File: src/rtl/nvrf_pkg.sv
// ----------------------------------------------------------------------------
// nvrf_pkg
// Shared constants, codes and types of the VF register block.
// ----------------------------------------------------------------------------
package nvrf_pkg;

  localparam int RegisterWords = 4096;
  localparam int WordBits      = 12;

  // Register word indexes
  localparam logic [11:0] W_CTRL      = 12'h000;
  localparam logic [11:0] W_STATUS    = 12'h002;
  localparam logic [11:0] W_NEWICR    = 12'h03C;
  localparam logic [11:0] W_INJICR    = 12'h03D;
  localparam logic [11:0] W_MBXBUF0   = 12'h200;
  localparam logic [11:0] W_MBXBUF1   = 12'h201;
  localparam logic [11:0] W_MBXBUF2   = 12'h202;
  localparam logic [11:0] W_MBXCTL    = 12'h310;
  localparam logic [11:0] W_TIMER     = 12'h412;
  localparam logic [11:0] W_ICS       = 12'h548;
  localparam logic [11:0] W_IMS       = 12'h549;
  localparam logic [11:0] W_IMC       = 12'h54A;
  localparam logic [11:0] W_ICR       = 12'h560;
  localparam logic [11:0] W_IVARMISC  = 12'h5D0;
  localparam logic [11:0] W_QUEUEBASE = 12'h800;
  localparam logic [11:0] W_SRRCTL0   = 12'hA03;
  localparam logic [11:0] W_SRRCTL1   = 12'hA43;

  // Values
  localparam logic [31:0] STATUS_VALUE = 32'h0000_0083;
  localparam logic [31:0] MBXCTL_RESET = 32'h0000_0080;
  localparam logic [31:0] SRRCTL_VALUE = 32'h0000_0400;
  localparam logic [31:0] ACK_BIT      = 32'h8000_0000;
  localparam logic [31:0] NACK_BIT     = 32'h4000_0000;
  localparam logic [31:0] CTS_BIT      = 32'h2000_0000;
  localparam logic [31:0] MBX_RC_MASK  = 32'h0000_00B0;

  // Mailbox requests
  localparam logic [15:0] REQ_RESET = 16'd1;
  localparam logic [15:0] REQ_SETMAC = 16'd2;
  localparam logic [15:0] REQ_MCAST = 16'd3;

  // Input kinds
  localparam logic [2:0] KIND_REG_RD  = 3'd0;
  localparam logic [2:0] KIND_REG_WR  = 3'd1;
  localparam logic [2:0] KIND_MSIX_RD = 3'd2;
  localparam logic [2:0] KIND_MSIX_WR = 3'd3;
  localparam logic [2:0] KIND_INJECT  = 3'd4;
  localparam logic [2:0] KIND_DEV_RST = 3'd5;

  // MSI-X entry word select
  localparam logic [1:0] MX_ADDR_LO = 2'd0;
  localparam logic [1:0] MX_ADDR_HI = 2'd1;
  localparam logic [1:0] MX_DATA    = 2'd2;
  localparam logic [1:0] MX_CTRL    = 2'd3;

  typedef enum logic [3:0] {
    ST_IDLE  = 4'b0001,
    ST_RD    = 4'b0010,
    ST_INJ   = 4'b0100,
    ST_SWEEP = 4'b1000
  } state_t;

  typedef struct packed {
    logic        en;
    logic [11:0] word;
    logic [31:0] data;
  } msix_wr_t;

  // Reset contents of a register store word
  function automatic logic [31:0] default_word(input logic [11:0] addr);
    logic [31:0] v;
    v = '0;
    if (addr == W_SRRCTL0) v = SRRCTL_VALUE;
    if (addr == W_SRRCTL1) v = SRRCTL_VALUE | ACK_BIT;
    return v;
  endfunction

endpackage

File: src/rtl/nvrf_msix.sv
// ----------------------------------------------------------------------------
// nvrf_msix
// MSI-X vector table: address, data and mask per vector.
// ----------------------------------------------------------------------------
module nvrf_msix
  import nvrf_pkg::*;
#(
  parameter int VECTOR_COUNT = 3
) (
  input  logic                    clk,
  input  logic                    rst,
  input  logic                    clear,
  input  msix_wr_t                wr,
  input  logic [11:0]             rd_word,
  output logic [31:0]             rd_data,
  input  logic [VECTOR_COUNT-1:0] sel,
  output logic [63:0]             sel_address,
  output logic [31:0]             sel_data,
  output logic [VECTOR_COUNT-1:0] masked
);

  logic [63:0] vaddr [VECTOR_COUNT];
  logic [31:0] vdata [VECTOR_COUNT];

  // Update table entries
  always_ff @(posedge clk) begin
    for (int i = 0; i < VECTOR_COUNT; i++) begin
      if (rst || clear) begin
        vaddr[i]  <= '0;
        vdata[i]  <= '0;
        masked[i] <= 1'b1;
      end else if (wr.en && wr.word[11:2] == 10'(i)) begin
        case (wr.word[1:0])
          MX_ADDR_LO: vaddr[i][31:0]  <= wr.data;
          MX_ADDR_HI: vaddr[i][63:32] <= wr.data;
          MX_DATA:    vdata[i]        <= wr.data;
          default:    masked[i]       <= wr.data[0];
        endcase
      end
    end
  end

  // Select read word and inject vector
  always_comb begin
    rd_data     = '0;
    sel_address = '0;
    sel_data    = '0;
    for (int i = 0; i < VECTOR_COUNT; i++) begin
      if (rd_word[11:2] == 10'(i)) begin
        case (rd_word[1:0])
          MX_ADDR_LO: rd_data = vaddr[i][31:0];
          MX_ADDR_HI: rd_data = vaddr[i][63:32];
          MX_DATA:    rd_data = vdata[i];
          default:    rd_data = {31'd0, masked[i]};
        endcase
      end
      if (sel[i]) begin
        sel_address = sel_address | vaddr[i];
        sel_data    = sel_data | vdata[i];
      end
    end
  end

endmodule
File: config.mk
export PLATFORM = sky130hd
export DESIGN_NAME = nvrf_msix
export DESIGN_NICKNAME = d
export VERILOG_FILES = /design/src/rtl/nvrf_pkg.sv /design/src/rtl/nvrf_msix.sv
export SDC_FILE = /design/constraint.sdc
export NUM_CORES = 1
export LEC_CHECK = 0
export BUFFER_PORTS_ARGS = -buffer_cell sky130_fd_sc_hd__buf_2
export CAP_MARGIN = 20
export CORE_MARGIN = 8
export CORE_UTILIZATION = 53
export DETAILED_ROUTE_END_ITERATION = 10
export GPL_TIMING_DRIVEN = 0
export PLACE_DENSITY = 0.82
export SLEW_MARGIN = 20
export SYNTH_ARGS = -nofsm -noshare
export SYNTH_HDL_FRONTEND = slang
export SYNTH_SLANG_ARGS = --single-unit
File: constraint.sdc
create_clock -name clk -period 5.6 [get_ports clk]
set_input_delay 1.12 -clock clk [delete_from_list [all_inputs] [get_ports clk]]
set_output_delay 1.12 -clock clk [all_outputs]
set_load 0.05 [all_outputs]
==> impl_metrics.env <==
export IMPL_final_nets=1528
export IMPL_die_w_um=184
export IMPL_max_freq_ghz=0.200
export IMPL_arrival_ns=3.87
export IMPL_cap_violations=0
export IMPL_status="completed"
export IMPL_io_pin_count=194
export IMPL_synth_area_per_cell_um2=12.1
export IMPL_clockBufferDepth=3
export IMPL_track_usage_pct=29.5
export IMPL_cts_tree="done"
export IMPL_start_util_pct=53.9
export IMPL_die_h_um=184
export IMPL_dp_cells=1811
export IMPL_fin_ws_ns=0.612
export IMPL_via_per_inst=6.54
export IMPL_grt_start_max_net_pins=22
export IMPL_synth_area_leaders="edfxtp_1, and2_1, a222oi_1"
export IMPL_synthDistinctLibCells=46
export IMPL_netlist_area_um2=15000
export IMPL_cts_setup_buffers=0
export IMPL_synth_top_cell_by_area="edfxtp_1"
export IMPL_synth_top_area_share_pct=57.7
export IMPL_antenna_found_initial=3
export IMPL_seqPwrFrac_pct=47.3
export IMPL_firstDrtPassIters=10
export IMPL_syn_inst=1235
export IMPL_drt_iter0_markers=2259
export IMPL_rows=61
export IMPL_dp_hpwl_mm=35.5
export IMPL_portBuffers=188
export IMPL_cts_sinks=291
export IMPL_swShare_pct=26.9
export IMPL_seq_area_frac_synth_pct=58.1
export IMPL_finClkSkew_ns=0
export IMPL_finalCriticalPeriod_ns=4.99
export IMPL_drv_slew=0
export IMPL_synthFlopType="edfxtp_1"
export IMPL_grt_pass1_wl_mm=75.0
export IMPL_final_core_util_pct=64.1
export IMPL_synth_nets=1298
export IMPL_netSwitchingPower_uw=1460
export IMPL_die_area_um2=33900
export IMPL_setup_violations=0
export IMPL_start_kind="input port"
export IMPL_tns_ns=0
export IMPL_hold_class="reg -> reg"
export IMPL_drc=0
export IMPL_final_cell_count_no_fill=1870
export IMPL_clk_pin_slew_worst_paths_ns=0.06
export IMPL_routedWlPerCell_um=27.4
export IMPL_core_area_um2=27800
export IMPL_period_share_pct=89.1
export IMPL_cts_root_buf="clkbuf_16"
export IMPL_htree_levels=1
export IMPL_numCtsBuffers=30
export IMPL_post_place_ws_ns=0.791
export IMPL_ys_ff_latch=291
export IMPL_yosys_warnings=0
export IMPL_relSlewSlack_pct=33.3
export IMPL_overflow=0
export IMPL_postRouteAntennaNets=0
export IMPL_final_layout_size_suffix_gt1_share_pct=19.3
export IMPL_rsz0062_at_grt="no"
export IMPL_area_growth_pct=18.9
export IMPL_cp_end_kind="output pin"
export IMPL_leakagePower_uw=0.00751
export IMPL_hold_viol=0
export IMPL_cp_required_ns=4.48
export IMPL_holdBufCountCts=0
export IMPL_grt_pass1_vias=12500
export IMPL_yosysMostFrequentCell="edfxtp_1"
export IMPL_pwr_share_clk_pct=38.7
export IMPL_p_int_uw=3970
export IMPL_critPathKind="in -> out"
export IMPL_fin_hold_ws_ns=0.537
export IMPL_ir_worst_vdd_uv=223
export IMPL_crit_fanout=10
export IMPL_synthArstFlopShare_pct=0
export IMPL_place_congestion=0.914
export IMPL_drt_total_wl_mm=51.3
export IMPL_power_density_nw_per_um2=305
export IMPL_synth_commonest_cells="edfxtp_1, and2_1, inv_1"
export IMPL_worst_pin_slew_ns=1.00
export IMPL_cts_resized=0
export IMPL_synth_edff_count=288
export IMPL_vias=12200
export IMPL_clock_latency_ns=0.56
export IMPL_pwr_share_comb_pct=14.0
-- path summary, 6_finish.rpt --
path / start / to / slack [ns] / depth (start not counted)
max reg2reg: masked[0] / masked[0] / 4.71 / 2
min reg2reg: masked[1] / masked[1] / 0.54 / 2
min: masked[1] / masked[1] / 0.54 / 2
max: rd_word[10] / rd_data[26] / 0.61 / 8
-- power by group through the flow --
stage          Combinational, uW  Clock [uW]  Sequential [uW]
3_5_place_dp                 745           0             2600
5_1_grt                      789        2170             2570
3_3_place_gp                 702           0             2610
6_report                     759        2100             2570
2_1_floorplan                481           0             2590
4_1_cts                      749        2100             2560
-- per-stage QoR --
| step | total power [uW] | cell area (um^2) |
|---|---|---|
| global placement | 3310 | 16400 |
| global route | 5530 | 17800 |
| finish | 5430 | 17800 |
| floorplan | 3070 | 15000 |
| detailed placement | 3350 | 16800 |
| CTS | 5410 | 17800 |
-- worst max-delay path, stage by stage --
cell      delay, ns
buf_2          0.09
or4_1          0.50
buf_2          0.17
a211oi_1       0.29
nand3b_1       0.43
clkbuf_1       0.41
o21ai_0        0.49
buf_2          0.36
-- flip-flops by register name, indices dropped and copies added, names as in the netlist --
register  flops
masked        3
vaddr       192
vdata        96
-- logic make-up (layout without fill, tap and decap cells) --
kind of cell | count (synthesis) | after routing | synth area share, %
flops | 291 | 291 | 58.1
mux | 95 | 95 | 6.60
other cells | 0 | 3 | 0
buf+inv | 210 | 464 | 6.34
compound gates | 266 | 266 | 14.3
simple gates | 373 | 373 | 14.7
-- per-layer routing --
metal	part of all wire [%]	wire length [um]	GRT usage, %
met3	13	6540	7.27
met1	35	18200	35.9
met4	5.8	2960	16.7
met5	0.025	13	0
met2	46	23600	47.5
-- area by class of cell --
type	count	area (um^2)
plain buffers	110	574
inverters	100	375
fillers	2115	9960
clock inverters	14	196
multi-input cells	734	5430
repair buffers	198	1220
clock buffers	42	837
well taps	378	473
flip-flops and latches	291	8710
diodes	3	7.51
-- placed cells by master (no fill, tap or decap), types with 4 or more instances in the layout --
cell / Yosys / layout
buf_16: 0 / 10
clkbuf_16: 0 / 31
a22oi_1: 26 / 26
o2bb2ai_1: 56 / 56
nor3_1: 20 / 20
or2_2: 5 / 5
o21ai_4: 0 / 9
inv_1: 99 / 99
nand3b_1: 4 / 4
buf_1: 4 / 4
and2_1: 279 / 279
clkinv_2: 0 / 4
o221ai_1: 4 / 4
o21ai_0: 38 / 29
o21ai_1: 4 / 4
bufinv_16: 0 / 5
a21oi_1: 35 / 35
edfxtp_1: 288 / 288
nand2_1: 7 / 7
mux2i_1: 92 / 92
nor2_1: 42 / 42
buf_2: 10 / 198
clkbuf_1: 78 / 87
a222oi_1: 96 / 96
clkbuf_8: 8 / 10
No activity file was read; power rests on OpenSTA's default activity.
